--- src/rtl/depth_hole_fill_median3x3_defines.svh ---
// Assertion macros shared by the depth hole filling filter modules.
// Needs a clock named clock and a synchronous active-high reset named reset in scope.
// Defining NO_ASSERTIONS turns every macro into nothing.
`ifndef DEPTH_HOLE_FILL_MEDIAN3X3_DEFINES_SVH
`define DEPTH_HOLE_FILL_MEDIAN3X3_DEFINES_SVH
`ifndef NO_ASSERTIONS
// Condition that holds at every clock edge outside reset.
`define DHF_ASSERT(label, expr, msg) \
   label: assert property (@(posedge clock) disable iff (reset) (expr)) else $error(msg);
// Implication checked in the same cycle.
`define DHF_ASSERT_IMP(label, ante, cons, msg) \
   label: assert property (@(posedge clock) disable iff (reset) (ante) |-> (cons)) \
      else $error(msg);
`else
`define DHF_ASSERT(label, expr, msg)
`define DHF_ASSERT_IMP(label, ante, cons, msg)
`endif
`endif

--- src/rtl/dhf_pkg.sv ---
// Shared types, constants and helper functions of the depth hole filling filter.
// Used by dhf_front, dhf_queue, dhf_back and the top level; depends on nothing.
`default_nettype none

package dhf_pkg;

   // Defaults of the top-level parameters.
   localparam int MAX_WIDTH_DEF  = 1024;
   localparam int DEPTH_BITS_DEF = 16;

   // Fixed field widths of the stream and configuration ports.
   localparam int PIX_W      = 16;
   localparam int DIM_W      = 11;
   localparam int MAX_HEIGHT = 1024;

   localparam logic [DIM_W-1:0] MIN_DIM      = 11'd3;
   localparam logic [DIM_W-1:0] WIDTH_RESET  = 11'd640;
   localparam logic [DIM_W-1:0] HEIGHT_RESET = 11'd480;

   // Configuration register indexes.
   localparam logic [0:0] CSR_IMAGE_WIDTH  = 1'b0;
   localparam logic [0:0] CSR_IMAGE_HEIGHT = 1'b1;

   // Queue between the window front end and the median back end.
   localparam int QUEUE_DEPTH = 4;
   localparam int QCOUNT_W    = $clog2(QUEUE_DEPTH + 1);

   // Eight neighbours around the centre of the 3x3 window.
   localparam int NB_COUNT = 8;
   localparam int CNT_W    = $clog2(NB_COUNT + 1);
   localparam int KEY_W    = PIX_W + 1;

   typedef logic [PIX_W-1:0] pix_type;
   typedef logic [KEY_W-1:0] key_type;
   typedef key_type [NB_COUNT-1:0] key_vec_type;

   // Frame edge masks and end-of-frame mark of one window position.
   typedef struct packed {
      logic last;
      logic top;
      logic bot;
      logic left;
      logic right;
   } edge_type;

   // One queued work item: centre sample and its masked neighbours.
   typedef struct packed {
      pix_type                centre;
      pix_type [NB_COUNT-1:0] nbr;
      logic                   last;
   } work_type;

   // Side information that travels along the sorting pipeline.
   typedef struct packed {
      pix_type          centre;
      logic [CNT_W-1:0] cnt;
      logic             last;
   } meta_type;

   // Odd-even merge sorting network for eight keys, six layers.
   localparam int NET_SIZE = 19;
   localparam int NET_A     [NET_SIZE] = '{0, 2, 4, 6, 0, 1, 4, 5, 1, 5, 0, 1, 2, 3, 2, 3, 1, 3, 5};
   localparam int NET_B     [NET_SIZE] = '{1, 3, 5, 7, 2, 3, 6, 7, 2, 6, 4, 5, 6, 7, 4, 5, 2, 4, 6};
   localparam int NET_LAYER [NET_SIZE] = '{0, 0, 0, 0, 1, 1, 1, 1, 2, 2, 3, 3, 3, 3, 4, 4, 5, 5, 5};

   // Zero samples sort above every nonzero one.
   function automatic key_type to_key(input pix_type pix);
      return {(pix == '0), pix};
   endfunction

   // One layer of compare-exchange elements; the pairs of a layer are disjoint.
   function automatic key_vec_type sort_layer(input key_vec_type keys, input int layer);
      key_vec_type res;
      key_type     lo_k;
      key_type     hi_k;
      res = keys;
      for (int k = 0; k < NET_SIZE; k++) begin
         if (NET_LAYER[k] == layer) begin
            lo_k = res[NET_A[k]];
            hi_k = res[NET_B[k]];
            if (lo_k > hi_k) begin
               res[NET_A[k]] = hi_k;
               res[NET_B[k]] = lo_k;
            end
         end
      end
      return res;
   endfunction

   // True when the keys are in ascending order.
   function automatic logic keys_sorted(input key_vec_type keys);
      logic ok;
      ok = 1'b1;
      for (int k = 0; k < NB_COUNT - 1; k++) begin
         if (keys[k] > keys[k+1]) begin
            ok = 1'b0;
         end
      end
      return ok;
   endfunction

endpackage

`default_nettype wire

--- src/rtl/dhf_back.sv ---
// Back end of the depth hole filling filter: sorting network over the eight neighbours,
// median pick with rounding and the output register. Depends on dhf_pkg and the defines header.
`default_nettype none
`include "depth_hole_fill_median3x3_defines.svh"

module dhf_back (
   input  logic                       clock,
   input  logic                       reset,
   input  dhf_pkg::work_type          head,
   input  logic                       head_valid,
   output logic                       pop,
   output logic                       rsp_tvalid,
   input  logic                       rsp_tready,
   output logic [dhf_pkg::PIX_W-1:0]  rsp_tdata,   // depth_out
   output logic [1:0]                 rsp_tuser,   // was_hole, still_zero
   output logic                       rsp_tlast    // last_of_frame
);

   localparam int PIX_W = dhf_pkg::PIX_W;
   localparam int CNT_W = dhf_pkg::CNT_W;
   localparam int IDX_W = $clog2(dhf_pkg::NB_COUNT);

   logic                  advance;

   logic                  b1_valid_ff, b2_valid_ff, b3_valid_ff, b4_valid_ff;
   dhf_pkg::key_vec_type  b1_keys_ff, b2_keys_ff, b3_keys_ff;
   dhf_pkg::meta_type     b1_meta_ff, b2_meta_ff, b3_meta_ff, b4_meta_ff;
   dhf_pkg::pix_type      b4_lo_ff, b4_hi_ff;

   logic                  rsp_valid_ff;
   dhf_pkg::pix_type      rsp_data_ff;
   logic                  rsp_hole_ff;
   logic                  rsp_zero_ff;
   logic                  rsp_last_ff;

   dhf_pkg::key_vec_type  keys0;
   dhf_pkg::key_vec_type  b1_keys_in, b2_keys_in, b3_keys_in;
   dhf_pkg::meta_type     b1_meta_in;
   logic [IDX_W-1:0]      half_idx;
   logic [IDX_W-1:0]      lo_idx;
   logic [PIX_W:0]        pair_sum;
   dhf_pkg::pix_type      pair_avg;
   dhf_pkg::pix_type      median;
   logic                  is_hole;
   logic                  no_nbr;

   // The whole pipeline moves unless a finished beat waits at the output.
   assign advance = !rsp_valid_ff || rsp_tready;
   assign pop     = advance && head_valid;

   // Stage one: keys, nonzero count, first two sorting layers; stages two and three: two each.
   always_comb begin
      b1_meta_in.centre = head.centre;
      b1_meta_in.last   = head.last;
      b1_meta_in.cnt    = '0;
      for (int j = 0; j < dhf_pkg::NB_COUNT; j++) begin
         keys0[j]       = dhf_pkg::to_key(head.nbr[j]);
         b1_meta_in.cnt = b1_meta_in.cnt + CNT_W'(head.nbr[j] != '0);
      end
      b1_keys_in = dhf_pkg::sort_layer(dhf_pkg::sort_layer(keys0, 0), 1);
      b2_keys_in = dhf_pkg::sort_layer(dhf_pkg::sort_layer(b1_keys_ff, 2), 3);
      b3_keys_in = dhf_pkg::sort_layer(dhf_pkg::sort_layer(b2_keys_ff, 4), 5);
   end

   // Stage four: the two middle nonzero values (the same one for an odd count).
   always_comb begin
      half_idx = b3_meta_ff.cnt[CNT_W-1:1];
      lo_idx   = b3_meta_ff.cnt[0] ? half_idx : half_idx - IDX_W'(1);
   end

   // Output stage: average with round half to even, choose centre or median.
   always_comb begin
      pair_sum = {1'b0, b4_lo_ff} + {1'b0, b4_hi_ff};
      pair_avg = pair_sum[PIX_W:1];
      if (pair_sum[0] && pair_avg[0]) begin
         median = pair_avg + PIX_W'(1);
      end else begin
         median = pair_avg;
      end
      is_hole = (b4_meta_ff.centre == '0);
      no_nbr  = (b4_meta_ff.cnt == '0);
   end

   // Valid bits.
   always_ff @(posedge clock) begin
      if (reset) begin
         b1_valid_ff  <= 1'b0;
         b2_valid_ff  <= 1'b0;
         b3_valid_ff  <= 1'b0;
         b4_valid_ff  <= 1'b0;
         rsp_valid_ff <= 1'b0;
      end else if (advance) begin
         b1_valid_ff  <= head_valid;
         b2_valid_ff  <= b1_valid_ff;
         b3_valid_ff  <= b2_valid_ff;
         b4_valid_ff  <= b3_valid_ff;
         rsp_valid_ff <= b4_valid_ff;
      end
   end

   // Payload.
   always_ff @(posedge clock) begin
      if (advance) begin
         b1_keys_ff  <= b1_keys_in;
         b1_meta_ff  <= b1_meta_in;
         b2_keys_ff  <= b2_keys_in;
         b2_meta_ff  <= b1_meta_ff;
         b3_keys_ff  <= b3_keys_in;
         b3_meta_ff  <= b2_meta_ff;
         b4_lo_ff    <= b3_keys_ff[lo_idx][PIX_W-1:0];
         b4_hi_ff    <= b3_keys_ff[half_idx][PIX_W-1:0];
         b4_meta_ff  <= b3_meta_ff;
         rsp_hole_ff <= is_hole;
         rsp_zero_ff <= is_hole && no_nbr;
         rsp_last_ff <= b4_meta_ff.last;
         if (!is_hole) begin
            rsp_data_ff <= b4_meta_ff.centre;
         end else if (no_nbr) begin
            rsp_data_ff <= '0;
         end else begin
            rsp_data_ff <= median;
         end
      end
   end

   assign rsp_tvalid = rsp_valid_ff;
   assign rsp_tdata  = rsp_data_ff;
   assign rsp_tuser  = {rsp_zero_ff, rsp_hole_ff};
   assign rsp_tlast  = rsp_last_ff;

   // The network leaves its keys in ascending order.
   `DHF_ASSERT_IMP(a_sorted, b3_valid_ff, dhf_pkg::keys_sorted(b3_keys_ff), "keys not sorted")
   // The two middle values are picked in order.
   `DHF_ASSERT_IMP(a_pair_order, b4_valid_ff && (b4_meta_ff.cnt != '0), b4_lo_ff <= b4_hi_ff, "middle pair out of order")
   // A hole without neighbours reads as zero and is marked as a hole.
   `DHF_ASSERT_IMP(a_still_zero, rsp_valid_ff && rsp_zero_ff, rsp_hole_ff && (rsp_data_ff == '0), "still_zero beat inconsistent")

endmodule

`default_nettype wire

--- config.mk ---
export PLATFORM = sky130hd
export DESIGN_NAME = dhf_back
export DESIGN_NICKNAME = d
export VERILOG_FILES = /design/src/rtl/dhf_pkg.sv /design/src/rtl/dhf_back.sv
export VERILOG_INCLUDE_DIRS = /design/src /design/src/rtl
export SDC_FILE = /design/constraint.sdc
export NUM_CORES = 2
export LEC_CHECK = 0
export BUFFER_PORTS_ARGS = -buffer_cell sky130_fd_sc_hd__buf_2
export CORE_MARGIN = 2
export CORE_UTILIZATION = 60
export DETAILED_ROUTE_END_ITERATION = 10
export PLACE_DENSITY = 0.78
export SYNTH_ARGS = -nofsm -noshare
export SYNTH_HDL_FRONTEND = slang
export SYNTH_SLANG_ARGS = --single-unit
--- constraint.sdc ---
create_clock -name clock -period 19.95 [get_ports clock]
set_clock_uncertainty 0.05 [all_clocks]
set_input_delay 0 -clock clock [delete_from_list [all_inputs] [get_ports clock]]
set_output_delay 0 -clock clock [all_outputs]
set_load 0.01 [all_outputs]
==> reports/qor.csv <==
stage;metric;value;unit
sta;drv_slew;0;
synth;yosysMostFrequentCell;edfxtp_1;
global_routing;grt_busiest_layer;met2;
global_routing;grt-ovfl-total;0;
worst_setup_path;critPathMaxFanout;32;
power_and_ir_drop;leakage;18.8;nW
routing;firstDrtPassIters;7;
sta;finalSetupViolations;0;
cts;cts_tree;done;
synth;synth_seq_cells;538;
global_routing;antenna_found_initial;2;
cts;postCtsSetupBuffers;0;
power_and_ir_drop;p_per_area;178;nW/µm²
die;die_w;245;µm
worst_setup_path;arrival;6.81;ns
synth;synth_largest_area_cell;edfxtp_1;
die;die_area;59800;µm²
sta;period_needed;6.46;ns
cells_and_area;final_cells;4038;
routing;wl;103;mm
place;gp_congestion;0.991;
routing;drtIter0Drc;2329;
cells_and_area;nFillCells;4019;
worst_setup_path;r2r_slack;13.49;ns
cts;clockRootBuffer;clkbuf_16;
global_routing;use_met2;57.5;%
global_routing;grt_max_degree;168;
global_routing;grt_util_met3;5.43;%
synth;synth_common_cells;533 x edfxtp_1, 464 x mux2i_1, 344 x ha_1;
run;max_cap_violations;0;
worst_setup_path;worst_setup_path_start_kind;register;
routing;vias;25200;
die;die_y;245;µm
routing;drc_errors;0;
place;portBuffers;169;
sta;tightest_slew;1.22;ns
cells_and_area;regArea;16100;µm²
worst_setup_path;worst_ep_required_time;20.29;ns
cts;cts_sinks;538;
cts;htree_levels;2;
synth;synth_area;34700;µm²
synth;netlist.area_leader.share;46.1;%
die;row_count;88;
global_routing;grt_first_pass_wirelength;154;mm
synth;ys_seq_area_share;46.4;%
synth;synth_warnings;0;
place;dp_hpwl;78.5;mm
cts;cts_hold_buffers;237;
cts;clock_latency;0.63;ns
cts;cts.path.max_buffers;3;
global_routing;grt_pass1_vias;25500;
place;pre_cts_slack;13.58;ns
synth;ys.flop_type;edfxtp_1;
global_routing;grt_use_total;34.7;%
sta;tns;0;ns
status;outcome;finished, final reports clean;
synth;ys_top_cells_by_area;edfxtp_1 46%, mux2i_1 13%, ha_1 12%;
die;core_area;57500;µm²
synth;ys_types;66;
synth;ys_async_sr_fraction;0;%
synth;synth_nets;3323;
power_and_ir_drop;ir_drop;0.168;mV
routing;wl_per_cell;25.5;µm
sta;worst_slack;13.49;ns
cells_and_area;multi_input_area;16900;µm²
routing;avgViaCountPerCell;6.23;
sta;min_period_over_period;32.4;%
cts;cts-resized-gates;0;
cells_and_area;syn_to_final_growth;17.2;%
cts;cts_buffers;57;
cts;cts.clk_slew.worst_paths;0.06;ns
synth;syn_avg_cell_area;12.3;µm²
die;start_util;60.4;%
die;ios;170;
worst_setup_path;cp-end-kind;register;
cells_and_area;final_area;40700;µm²
sta;grt_setup_unrepaired;false;
sta;fin_hold_ws;0.0260;ns
sta;finalHoldViolations;0;
global_routing;use_met1;45.5;%
place;dp_cells;3692;
worst_setup_path;critPathKind;reg2reg;
cells_and_area;drive_gt1_share;15.4;%
synth;synth_edf_count;533;
place;dpl-instance-area;36300;µm²
sta;timing.fmax;0.155;GHz
synth;synthCells;2825;
cells_and_area;nNetsFinal;3722;
cells_and_area;diodes;0;
sta;relSlewSlack;18.4;%
min_path;hold_class;in2reg;
routing;ant_nets;0;
-- metrics by stage --
step / total power, mW / util [%]
after floorplan: 4.86 / -
after global placement: 5.80 / 63.2
after detailed placement: 5.97 / 63.2
after CTS: 7.19 / 70.8
after global routing: 7.66 / 70.8
final: 7.26 / 70.8
-- state kept, by name, indices dropped and copies added, names as in the netlist, 16 cells and up --
signal,flops
b2_meta_ff,21
b1_meta_ff,21
b3_meta_ff,21
b4_hi_ff,16
b4_lo_ff,16
b2_keys_ff,134
b3_keys_ff,128
rsp_tdata,16
b1_keys_ff,136
b4_meta_ff,21
-- metal layers --
layer	share of wire (%)	routed length, µm
met1	41	41800
met2	47	49000
met3	7.2	7450
met4	4.8	4930
met5	0	0
-- power by group --
part	internal (mW)	total [mW]	switching [mW]
registers	1.92	2.27	0.350
logic	1.64	3.88	2.24
clock network	0.641	1.10	0.463
-- path summary, 6_finish.rpt --
| check | endpoint | cells after the start | startpoint |
|---|---|---|---|
| setup / recovery | b2_keys_ff[89]$_DFFE_PN_ | 20 | b1_keys_ff[97]$_DFFE_PN_ |
| hold / removal | b1_keys_ff[17]$_DFFE_PN_ | 5 | head[1] |
| setup reg to reg | b2_keys_ff[89]$_DFFE_PN_ | 20 | b1_keys_ff[97]$_DFFE_PN_ |
| hold reg to reg | b4_meta_ff[10]$_DFFE_PN_ | 0 | b3_meta_ff[10]$_DFFE_PN_ |
-- kinds of logic (layout without fill, tap and decap cells) --
kind of cell             count (synthesis)  after routing  share of synthesized area [%]
AO/OA/AOI/OAI                          456            456                           8.42
buffers and inverters                  437            885                           5.23
XOR/XNOR                                30             30                          0.800
flip-flops                             538            538                           46.4
adder cells (fa/ha/maj)                349            349                           12.7
AND/OR/NAND/NOR                        382            382                           5.52
multiplexers                           633            633                           20.9
-- worst max-delay path, stage by stage (launching register included) --
cell and delay (ns):
edfxtp_1 0.50, ha_1 0.35, nand4_1 0.13, nor2_1 0.17
nand2_1 0.12, a21oi_1 0.18, nor3_1 0.06, o21ai_0 0.40
o31a_2 0.97, mux2i_1 0.55, ha_1 0.33, nor2b_1 0.13
o21a_1 0.17, o21a_1 0.17, o211ai_1 0.18, a211oi_1 0.15
a2111oi_0 0.53, o31ai_2 0.23, o41ai_4 0.09, buf_4 0.32
mux2i_1 0.43
-- placed cells by master, fill, tap and decap left out, types with 105 or more instances in the layout --
cell	n
a21o_1	107
a21oi_1	152
buf_2	169
dlygate4sd3_1	238
edfxtp_1	533
ha_1	344
inv_1	343
mux2_2	105
mux2i_1	463
nor2_1	116
-- cell type report --
cell class,count,area share [%]
inverter,343,3.16
sequential,538,39.6
clock buffer,66,3.74
timing repair buffer,434,8.46
multi-input combinational,1850,41.6
tap,765,2.35
clock inverter,42,1.08
(Power assumes the default switching activity.)
