==> config.mk <==
export PLATFORM = sky130hd
export DESIGN_NAME = dhf_queue
export DESIGN_NICKNAME = d
export VERILOG_FILES = /design/src/rtl/depth_hole_fill_median3x3_defines.svh /design/src/rtl/dhf_pkg.sv /design/src/rtl/dhf_queue.sv
export SDC_FILE = /design/constraint.sdc
export NUM_CORES = 1
export LEC_CHECK = 0
export ABC_CLOCK_PERIOD_IN_PS = 6300
export BUFFER_PORTS_ARGS = -buffer_cell sky130_fd_sc_hd__buf_4
export CAP_MARGIN = 10
export CORE_UTILIZATION = 35
export DETAILED_ROUTE_END_ITERATION = 8
export PLACE_DENSITY = 0.55
export REMOVE_ABC_BUFFERS = 1
export SLEW_MARGIN = 20
export SYNTH_ARGS = -nofsm -noshare
export SYNTH_HDL_FRONTEND = slang
export SYNTH_SLANG_ARGS = --single-unit
==> constraint.sdc <==
create_clock -name clock -period 6.3 [get_ports clock]
set_input_delay 0.63 -clock clock [delete_from_list [all_inputs] [get_ports clock]]
set_output_delay 0.63 -clock clock [all_outputs]
set_load 0.005 [all_outputs]
==> src/rtl/depth_hole_fill_median3x3_defines.svh <==
// Assertion macros shared by the depth hole filling filter modules.
// Needs a clock named clock and a synchronous active-high reset named reset in scope.
// Defining NO_ASSERTIONS turns every macro into nothing.
`ifndef DEPTH_HOLE_FILL_MEDIAN3X3_DEFINES_SVH
`define DEPTH_HOLE_FILL_MEDIAN3X3_DEFINES_SVH
`ifndef NO_ASSERTIONS
// Condition that holds at every clock edge outside reset.
`define DHF_ASSERT(label, expr, msg) \
   label: assert property (@(posedge clock) disable iff (reset) (expr)) else $error(msg);
// Implication checked in the same cycle.
`define DHF_ASSERT_IMP(label, ante, cons, msg) \
   label: assert property (@(posedge clock) disable iff (reset) (ante) |-> (cons)) \
      else $error(msg);
`else
`define DHF_ASSERT(label, expr, msg)
`define DHF_ASSERT_IMP(label, ante, cons, msg)
`endif
`endif

==> src/rtl/dhf_pkg.sv <==
// Shared types, constants and helper functions of the depth hole filling filter.
// Used by dhf_front, dhf_queue, dhf_back and the top level; depends on nothing.
`default_nettype none

package dhf_pkg;

   // Defaults of the top-level parameters.
   localparam int MAX_WIDTH_DEF  = 1024;
   localparam int DEPTH_BITS_DEF = 16;

   // Fixed field widths of the stream and configuration ports.
   localparam int PIX_W      = 16;
   localparam int DIM_W      = 11;
   localparam int MAX_HEIGHT = 1024;

   localparam logic [DIM_W-1:0] MIN_DIM      = 11'd3;
   localparam logic [DIM_W-1:0] WIDTH_RESET  = 11'd640;
   localparam logic [DIM_W-1:0] HEIGHT_RESET = 11'd480;

   // Configuration register indexes.
   localparam logic [0:0] CSR_IMAGE_WIDTH  = 1'b0;
   localparam logic [0:0] CSR_IMAGE_HEIGHT = 1'b1;

   // Queue between the window front end and the median back end.
   localparam int QUEUE_DEPTH = 4;
   localparam int QCOUNT_W    = $clog2(QUEUE_DEPTH + 1);

   // Eight neighbours around the centre of the 3x3 window.
   localparam int NB_COUNT = 8;
   localparam int CNT_W    = $clog2(NB_COUNT + 1);
   localparam int KEY_W    = PIX_W + 1;

   typedef logic [PIX_W-1:0] pix_type;
   typedef logic [KEY_W-1:0] key_type;
   typedef key_type [NB_COUNT-1:0] key_vec_type;

   // Frame edge masks and end-of-frame mark of one window position.
   typedef struct packed {
      logic last;
      logic top;
      logic bot;
      logic left;
      logic right;
   } edge_type;

   // One queued work item: centre sample and its masked neighbours.
   typedef struct packed {
      pix_type                centre;
      pix_type [NB_COUNT-1:0] nbr;
      logic                   last;
   } work_type;

   // Side information that travels along the sorting pipeline.
   typedef struct packed {
      pix_type          centre;
      logic [CNT_W-1:0] cnt;
      logic             last;
   } meta_type;

   // Odd-even merge sorting network for eight keys, six layers.
   localparam int NET_SIZE = 19;
   localparam int NET_A     [NET_SIZE] = '{0, 2, 4, 6, 0, 1, 4, 5, 1, 5, 0, 1, 2, 3, 2, 3, 1, 3, 5};
   localparam int NET_B     [NET_SIZE] = '{1, 3, 5, 7, 2, 3, 6, 7, 2, 6, 4, 5, 6, 7, 4, 5, 2, 4, 6};
   localparam int NET_LAYER [NET_SIZE] = '{0, 0, 0, 0, 1, 1, 1, 1, 2, 2, 3, 3, 3, 3, 4, 4, 5, 5, 5};

   // Zero samples sort above every nonzero one.
   function automatic key_type to_key(input pix_type pix);
      return {(pix == '0), pix};
   endfunction

   // One layer of compare-exchange elements; the pairs of a layer are disjoint.
   function automatic key_vec_type sort_layer(input key_vec_type keys, input int layer);
      key_vec_type res;
      key_type     lo_k;
      key_type     hi_k;
      res = keys;
      for (int k = 0; k < NET_SIZE; k++) begin
         if (NET_LAYER[k] == layer) begin
            lo_k = res[NET_A[k]];
            hi_k = res[NET_B[k]];
            if (lo_k > hi_k) begin
               res[NET_A[k]] = hi_k;
               res[NET_B[k]] = lo_k;
            end
         end
      end
      return res;
   endfunction

   // True when the keys are in ascending order.
   function automatic logic keys_sorted(input key_vec_type keys);
      logic ok;
      ok = 1'b1;
      for (int k = 0; k < NB_COUNT - 1; k++) begin
         if (keys[k] > keys[k+1]) begin
            ok = 1'b0;
         end
      end
      return ok;
   endfunction

endpackage

`default_nettype wire

==> src/rtl/dhf_queue.sv <==
// Short queue of classified work items between the window front end and the median back end.
// Depends on dhf_pkg.
`default_nettype none

module dhf_queue (
   input  logic                          clock,
   input  logic                          reset,
   input  logic                          push,
   input  dhf_pkg::work_type             push_data,
   input  logic                          pop,
   output dhf_pkg::work_type             head,
   output logic                          not_empty,
   output logic [dhf_pkg::QCOUNT_W-1:0]  count
);

   localparam int DEPTH = dhf_pkg::QUEUE_DEPTH;
   localparam int PTR_W = $clog2(DEPTH);
   localparam int QC_W  = dhf_pkg::QCOUNT_W;

   dhf_pkg::work_type entry_mem [DEPTH];
   logic [PTR_W-1:0]  wr_ptr_ff, wr_ptr_in;
   logic [PTR_W-1:0]  rd_ptr_ff, rd_ptr_in;
   logic [QC_W-1:0]   count_ff, count_in;
   logic              do_pop;

   assign not_empty = (count_ff != '0);
   assign do_pop    = pop && not_empty;
   assign head      = entry_mem[rd_ptr_ff];
   assign count     = count_ff;

   // Pointer and fill level update.
   always_comb begin
      wr_ptr_in = push   ? wr_ptr_ff + PTR_W'(1) : wr_ptr_ff;
      rd_ptr_in = do_pop ? rd_ptr_ff + PTR_W'(1) : rd_ptr_ff;
      count_in  = count_ff + QC_W'(push) - QC_W'(do_pop);
   end

   always_ff @(posedge clock) begin
      if (reset) begin
         wr_ptr_ff <= '0;
         rd_ptr_ff <= '0;
         count_ff  <= '0;
      end else begin
         wr_ptr_ff <= wr_ptr_in;
         rd_ptr_ff <= rd_ptr_in;
         count_ff  <= count_in;
      end
   end

   // Entry storage.
   always_ff @(posedge clock) begin
      if (push) begin
         entry_mem[wr_ptr_ff] <= push_data;
      end
   end

endmodule

`default_nettype wire

==> results of run 1 <==
==> flip-flops by register name, indices dropped and copies added, names as in the netlist, named ones only <==
name       flops
rd_ptr_ff      2
entry_mem    580
wr_ptr_ff      2
count          3
==> cell usage in the layout, fill, tap and decap left out, types with 2 or more instances in the layout <==
master      instances
and2_4              4
buf_12              7
buf_4             297
bufinv_16           9
clkbuf_1           11
clkbuf_16          61
clkinv_1           13
clkinv_2            7
clkinv_4            3
clkinvlp_4          4
dfxtp_1             7
dfxtp_4             2
edfxtp_1          580
ha_1                6
inv_1               6
inv_6               3
mux2_2              3
mux4_2            145
nor2_1              5
nor2b_1             4
==> routing by layer <==
metal  share of wire  track usage
met1            0.42        0.179
met2            0.49        0.226
met3           0.066       0.0409
met4           0.020       0.0406
met5         0.00063            0
==> critical path, stage by stage (launching register included) <==
cell and delay, ns:
dfxtp_4 0.87, buf_12 0.45, mux4_2 0.59, buf_4 0.15
==> worst max-delay path by stage <==
stage	to	slack [ns]	cells after the start
finish	head[29]	2.84	3
detailed placement	head[59]	3.38	3
global placement	head[15]	3.36	3
floorplan	head[0]	-0.96	1
CTS	head[59]	2.72	3
global route	head[120]	2.60	3
==> cell families after synthesis <==
group                      Yosys count
AOI/OAI and AO/OA                    2
muxes                              149
xor gates and xnor gates             2
adders and majority gates            7
and+or+nand+nor                     14
buffers and inverters               39
DFF                                589
==> cell type report <==
cell class,count,area (um2)
multi-input combinational,174,3540
clock buffer,72,1570
tap,782,978
fill,5203,33800
sequential,589,17600
inverter,6,22.5
clock inverter,39,437
timing repair buffer,304,2370
==> power groups by stage <==
stage / sequential [mW] / combinational, mW / clock, mW
3_3_place_gp: 4.73 / 1.71 / 0
4_1_cts: 4.65 / 1.72 / 3.70
3_5_place_dp: 4.74 / 1.71 / 0
6_report: 4.64 / 1.66 / 3.58
5_1_grt: 4.67 / 1.79 / 3.83
2_1_floorplan: 4.83 / 0.909 / 0
==> impl_metrics.py, run 1 <==
metrics = {
    "drt": {
        "via_per_inst": 4.82,
        "wirelength_mm": 42.8,
        "vias": 9482,
        "drc": 0,
        "ant_nets": 0,
        "drt_iter0_markers": 511,
        "first_pass_iters": 6,
        "wl_per_cell_um": 21.8,
    },
    "finish": {
        "final_nets": 1291,
        "design_area_mm2": 0.0265,
        "drive_above_1_share": 0.460,
        "diodes": 0,
        "utilization": 0.439,
        "final_cells": 1966,
        "area_growth_pct": 24.2,
    },
    "synthesis": {
        "synth_top_family_by_area": "multiplexers",
        "synth.avg_cell_area_um2": 26.6,
        "synthesis.area_mm2": 0.0214,
        "synthCells": 802,
        "synth_top_cells_by_count": "580 x edfxtp_1, 145 x mux4_2, 16 x buf_2",
        "synth_top_area_share": 0.815,
        "ys_ff_latch": 589,
        "synthMuxAreaShare": 0.155,
        "synth_edf_count": 580,
        "yosys.area_share.simple": 0.00351,
        "async_flop_share": 0,
        "yosys_warnings": 0,
        "yosysSeqAreaShare": 0.824,
        "synth_compound_gate_area_share": 0.000820,
        "synth_ff_type": "edfxtp_1",
        "ys_types": 20,
        "synth.area.top_cells": "edfxtp_1 82%, mux4_2 15%, dfxtp_1 0.84%",
        "synthMostInstantiatedCell": "edfxtp_1",
        "synth_top_area_cell": "edfxtp_1",
        "synth-xor-area-share": 0.00152,
        "synth_fa_ha_area_frac": 0.00445,
    },
    "sta": {
        "fin_crit_ns": 3.46,
        "skew_ns": 0.0109,
        "drv_slew": 0,
        "fmax_mhz": 289,
        "worst_pin_slew_ns": 1.08,
        "fin_crit_sh": 0.548,
        "tns_ns": 0,
        "max_slew_margin": 0.279,
        "hold_violations": 0,
        "rsz0062_at_grt": "false",
        "setup_slack_ns": 2.84,
        "setup_violations": 0,
        "hold_slack_ns": 0.220,
    },
    "clock_tree": {
        "cts_tree": "yes",
        "htree_levels": 2,
        "postCtsSetupBuffers": 0,
        "cts_buffers": 60,
        "postCtsHoldBufs": 0,
        "insertion_delay_ns": 0.60,
        "cts.sinks": 589,
        "cts.repair.resized": 0,
        "clock_path_buffers": 3,
        "root_buffer": "clkbuf_16",
        "clk_pin_slew_ns": 0.06,
    },
    "grt": {
        "grt_pass1_vias": 10306,
        "grt_max_degree": 146,
        "globalRouteOverflowTotal": 0,
        "grt_usage": 0.139,
        "grt_pass1_wl_mm": 64.4,
        "antenna_found_initial": 2,
    },
    "critical_path": {
        "ff2ff_setup_slack_ns": 3.97,
        "crit_required_ns": 5.67,
        "r2r_end": "entry_mem[0][55]",
        "r2r_cells": 4,
        "critPathLaunchType": "register",
        "criticalPathCategory": "register to output port",
        "crit_fanout": 61,
        "crit_arrival_ns": 2.83,
        "timing.rr.start": "wr_ptr_ff[0]",
        "endpoint_kind": "output port",
    },
    "pwr": {
        "ir_drop_mv": 0.223,
        "p_sw_mw": 2.25,
        "power.density_mw_per_mm2": 373,
        "p_int_mw": 7.63,
        "p_leak_nw": 8.77,
        "power_mw": 9.88,
        "pwr-share-seq": 0.470,
        "combPwrFrac": 0.168,
        "swShare": 0.228,
        "p_clk_frac": 0.362,
    },
    "status": {
        "outcome": "complete, no violations",
    },
    "place": {
        "place_area_mm2": 0.0245,
        "place_inst": 1855,
        "place_congestion": 0.691,
        "place_ws_ns": 3.38,
        "io_buffers": 297,
        "post-dp-hpwl_mm": 23.2,
    },
    "floorplan": {
        "die_h_um": 249,
        "dieArea_mm2": 0.0620,
        "rows": 90,
        "io_pins": 298,
        "start_util": 0.354,
        "die_width_um": 249,
        "coreArea_mm2": 0.0604,
    },
    "flow_run": {
        "maxCapViolCount": 0,
    },
    "hold_path": {
        "min_to": "entry_mem[2][117]",
        "hold_path_class": "input port to register",
        "hold_depth": 1,
        "min_from": "push_data[117]",
    },
}
Power figures use the tool's default switching activity.
==> run 2, diff against run 1 <==
Settings changed: ABC_AREA set to 1, ABC_CLOCK_PERIOD_IN_PS 6300 to 3580.
Clock period 6.3 ns to 3.58 ns, I/O delays scaled along.
==> impl_metrics.py, run 2 <==
metrics = {
    "status": {
        "outcome": "complete, no violations",
    },
    "sta": {
        "hold_slack_ns": 0.112,
        "fin_crit_sh": 0.786,
        "fmax_mhz": 355,
        "setup_violations": 0,
        "setup_slack_ns": 0.767,
        "skew_ns": 0.0154,
        "fin_crit_ns": 2.81,
        "hold_violations": 0,
        "worst_pin_slew_ns": 0.893,
        "rsz0062_at_grt": "false",
        "drv_slew": 0,
        "max_slew_margin": 0.405,
    },
    "grt": {
        "antenna_found_initial": 4,
        "grt_usage": 0.164,
        "grt_max_degree": 147,
        "grt_pass1_vias": 13561,
        "grt_pass1_wl_mm": 79.3,
        "globalRouteOverflowTotal": 0,
    },
    "flow_run": {
        "maxCapViolCount": 0,
    },
    "floorplan": {
        "die_h_um": 252,
        "start_util": 0.354,
        "rows": 91,
        "die_width_um": 252,
        "io_pins": 298,
        "coreArea_mm2": 0.0616,
        "dieArea_mm2": 0.0633,
    },
    "synthesis": {
        "synth.avg_cell_area_um2": 14.9,
        "synth.area.top_cells": "edfxtp_1 80%, o21ai_0 6.7%, nor2_1 5.1%",
        "synth_top_area_share": 0.798,
        "synth_top_cells_by_count": "580 x edfxtp_1, 297 x nor2_1, 292 x o21ai_0",
        "synthMostInstantiatedCell": "edfxtp_1",
        "ys_ff_latch": 589,
        "async_flop_share": 0,
        "synth_edf_count": 580,
        "synthCells": 1463,
        "synth_ff_type": "edfxtp_1",
        "yosys_warnings": 0,
        "synthesis.area_mm2": 0.0218,
        "synth_top_area_cell": "edfxtp_1",
        "ys_types": 17,
        "yosysSeqAreaShare": 0.807,
    },
    "finish": {
        "nFillCells": 5397,
        "largest_reg_flops": 580,
        "drive_above_1_share": 0.216,
        "regArea_mm2": 0.0176,
        "final_cell_mix": "580 x edfxtp_1, 315 x buf_4, 297 x nor2_1",
        "multi_input_area_mm2": 0.00367,
        "largest-register": "entry_mem",
        "mostFrequentLayoutCell": "edfxtp_1",
        "area_growth_pct": 30.9,
        "final_nets": 2061,
    },
    "drt": {
        "wl_per_cell_um": 18.9,
        "wirelength_mm": 52.9,
        "via_per_inst": 4.84,
        "ant_nets": 0,
        "first_pass_iters": 5,
        "drc": 0,
        "vias": 13525,
        "drt_iter0_markers": 768,
    },
    "clock_tree": {
        "htree_levels": 2,
        "cts_buffers": 61,
        "cts.sinks": 589,
        "cts_tree": "yes",
        "clock_path_buffers": 3,
        "clk_pin_slew_ns": 0.06,
        "insertion_delay_ns": 0.61,
        "root_buffer": "clkbuf_16",
    },
    "critical_path": {
        "slowest_delay_ns": 0.50,
        "crit_fanout": 132,
        "critPathSlowestCell": "inv_8",
        "crit_required_ns": 3.22,
        "critical_path.top_delay_family": "buffers and inverters",
        "criticalPathCategory": "register to output port",
        "critPathBufInv": 3,
        "path_cells": "inv_8 > buf_12 > o21ai_0 > o22ai_1 > buf_4",
        "endpoint_kind": "output port",
        "crit_arrival_ns": 2.46,
        "critPathLaunchType": "register",
    },
    "pwr": {
        "power.density_mw_per_mm2": 641,
        "ir_drop_mv": 0.466,
        "p_leak_nw": 10.0,
        "power_mw": 18.3,
    },
    "place": {
        "io_buffers": 297,
        "post-dp-hpwl_mm": 29.4,
        "place_congestion": 0.728,
        "place_ws_ns": 1.39,
    },
    "hold_path": {
        "hold_path_class": "input port to register",
    },
}
==> run 2: changes by cell type in the layout (fill, tap and decap cells not counted), sizes merged, moves of 4 or more <==
cell,change
a21oi,+5
and2,-4
buf,+23
clkinv,+4
dlygate4sd3,+147
inv,+12
mux4,-145
nand2,+12
nor2,+292
nor2b,-4
o21ai,+292
o22ai,+145
==> run 2: metal layers <==
layer / wire length [um] / global-route usage
met1: 23200 / 0.213
met2: 25300 / 0.271
met3: 3320 / 0.0425
met5: 27 / 0
met4: 1010 / 0.0409
==> run 2: metrics by stage <==
stage,setup TNS (ns),utilization,cells,area [um2]
6_report,0,0.464,2796,28600
5_1_grt,0,0.464,2795,28600
3_5_place_dp,0,0.406,2532,25000
3_3_place_gp,0,0.406,2532,25000
4_1_cts,0,0.464,2794,28600
2_1_floorplan,-986.48,-,1368,21300
==> run 2: repair_timing <==
item,in CTS,in global routing
resized for setup,0,0
hold buffers,147,0
setup buffers,0,0
endpoints found under the hold margin,583,0
==> run 2: kinds of logic after synthesis <==
kind of cell	share of synthesized area
buffers and inverters	0.0253
AOI/OAI and AO/OA	0.110
and+or+nand+nor	0.0536
DFF	0.807
adders and majority gates	0.00436
==> run 2: worst paths after layout <==
path | from | to | slack [ns] | depth (start not counted)
worst min register to register | rd_ptr_ff[0] | rd_ptr_ff[0] | 0.50 | 2
worst max register to register | wr_ptr_ff[1] | entry_mem[1][23] | 1.55 | 5
worst min-delay path | push | wr_ptr_ff[0] | 0.11 | 3
worst max-delay path | register | head[55] | 0.77 | 5
==> run 2: layout make-up <==
cell class              count  share of cell area
clock inverters            42              0.0159
multi-input cells         761               0.128
well taps                 837              0.0367
flip-flops and latches    589               0.616
clock buffers              73              0.0565
repair buffers            474               0.143
inverters                  18             0.00342
diodes                      2            0.000175
==> run 2: worst reg2reg max path, stage by stage, from the launching register on <==
cell     delay, ns
dfxtp_1       0.32
inv_1         0.10
ha_1          0.15
nand2_1       0.10
inv_6         0.57
buf_4         0.45
==> run 2: where the power goes <==
group | leakage [nW] | internal [mW] | switching (mW)
Sequential | 5.40 | 7.91 | 0.0869
Combinational | 3.59 | 1.63 | 2.20
Clock | 1.01 | 3.92 | 2.57
==> run 3, diff against run 2 <==
Settings changed: ABC_CLOCK_PERIOD_IN_PS 3580 to 2870.
Clock period 3.58 ns to 2.87 ns, I/O delays scaled along.
==> impl_metrics.py, run 3 (synthesis results as in run 2) <==
metrics = {
    "status": {
        "outcome": "complete, no violations",
    },
    "clock_tree": {
        "insertion_delay_ns": 0.61,
        "cts_buffers": 61,
        "clk_pin_slew_ns": 0.06,
        "cts_tree": "yes",
        "htree_levels": 2,
        "cts.repair.resized": 0,
        "clock_path_buffers": 3,
        "cts.sinks": 589,
        "root_buffer": "clkbuf_16",
    },
    "pwr": {
        "p_leak_nw": 9.96,
        "power.density_mw_per_mm2": 783,
        "pwr-share-seq": 0.447,
        "swShare": 0.271,
        "p_int_mw": 16.3,
        "p_sw_mw": 6.05,
        "p_clk_frac": 0.334,
        "combPwrFrac": 0.219,
        "power_mw": 22.3,
        "ir_drop_mv": 0.440,
    },
    "drt": {
        "first_pass_iters": 5,
        "drt_iter0_markers": 805,
        "ant_nets": 0,
        "wirelength_mm": 53.1,
        "wl_per_cell_um": 19.0,
        "drc": 0,
        "vias": 13659,
        "via_per_inst": 4.88,
    },
    "sta": {
        "setup_violations": 0,
        "tns_ns": 0,
        "max_slew_margin": 0.603,
        "drv_slew": 0,
        "rsz0062_at_grt": "false",
        "worst_pin_slew_ns": 0.596,
        "fin_crit_sh": 0.919,
        "fin_crit_ns": 2.64,
        "skew_ns": 0.0156,
        "hold_violations": 0,
        "fmax_mhz": 379,
    },
    "critical_path": {
        "crit_arrival_ns": 2.35,
        "critPathLaunchType": "register",
        "critPathSlowestCell": "dfxtp_4",
        "criticalPathCategory": "register to output port",
        "endpoint_kind": "output port",
        "cp_common_cell": "buf_4",
        "path_cells": "buf_12 > buf_4 > o21ai_0 > o22ai_1 > buf_4",
        "crit_fanout": 73,
        "slowest_delay_ns": 0.52,
        "crit_required_ns": 2.58,
    },
    "grt": {
        "grt_max_degree": 129,
        "grt_pass1_wl_mm": 80.1,
        "grt_usage": 0.165,
        "grt_pass1_vias": 13583,
        "globalRouteOverflowTotal": 0,
        "antenna_found_initial": 6,
    },
    "finish": {
        "area_growth_pct": 30.8,
        "multi_input_area_mm2": 0.00367,
        "drive_above_1_share": 0.218,
        "regArea_mm2": 0.0176,
        "utilization": 0.463,
        "largest-register": "entry_mem",
        "final_cell_mix": "580 x edfxtp_1, 314 x buf_4, 297 x nor2_1",
        "largest_reg_flops": 580,
        "mostFrequentLayoutCell": "edfxtp_1",
        "nFillCells": 5437,
        "final_nets": 2069,
    },
    "floorplan": {
        "die_h_um": 252,
        "start_util": 0.354,
        "coreArea_mm2": 0.0616,
        "rows": 91,
        "io_pins": 298,
        "dieArea_mm2": 0.0633,
        "die_width_um": 252,
    },
    "place": {
        "place_congestion": 0.741,
        "io_buffers": 297,
        "post-dp-hpwl_mm": 29.8,
    },
    "hold_path": {
        "hold_path_class": "input port to register",
    },
    "flow_run": {
        "maxCapViolCount": 0,
    },
}
## run 3: path summary, 6_finish.rpt
path / startpoint / end / slack (ns) / depth (start not counted)
worst min-delay path: reset / count[0] / 0.39 / 3
worst max register to register: count[2] / count[2] / 1.02 / 8
worst min register to register: rd_ptr_ff[0] / rd_ptr_ff[0] / 0.50 / 2
worst max-delay path: register / head[88] / 0.23 / 5
## run 3: layer usage
layer | global-route usage | part of all wire
met2 | 0.270 | 0.48
met4 | 0.0495 | 0.024
met5 | 0 | 0.00085
met1 | 0.219 | 0.43
met3 | 0.0381 | 0.057
## run 3: through the flow
step | area, um2 | hold WS [ns] | cells | setup slack [ns]
2_1_floorplan | 21300 | 0.358 | 1368 | -6.35
3_3_place_gp | 25200 | 0.465 | 2539 | 0.831
3_5_place_dp | 25200 | 0.471 | 2539 | 0.830
4_1_cts | 28500 | 0.348 | 2794 | 0.138
5_1_grt | 28500 | 0.369 | 2797 | 0.0175
6_report | 28500 | 0.389 | 2798 | 0.232
## run 3: power groups by stage
stage / combinational, mW / sequential [mW] / clock [mW]
3_3_place_gp: 4.74 / 10.2 / 0
4_1_cts: 5.00 / 9.99 / 7.68
5_1_grt: 5.39 / 10.0 / 7.98
3_5_place_dp: 4.80 / 10.2 / 0
6_report: 4.88 / 9.99 / 7.46
2_1_floorplan: 1.90 / 10.4 / 0
## run 3: repair_timing
action / 4_1_cts / 5_1_grt
setup buffers: 0 / 0
hold buffers: 148 / 0
endpoints found under the hold margin: 586 / 0
## run 3: final cells by class
type                    instances  share of cell area
diodes                          4            0.000351
clock buffers                  71              0.0548
clock inverters                36              0.0108
inverters                      18             0.00342
repair buffers                482               0.149
multi-input cells             761               0.128
flip-flops and latches        589               0.617
well taps                     837              0.0367
## run 3: worst max-delay path, delay by kind of cell (launching register included)
kind / cells / cell delay (ns)
buffers and inverters: 3 / 0.76
AO/OA/AOI/OAI: 2 / 0.34
flip-flops: 1 / 0.52
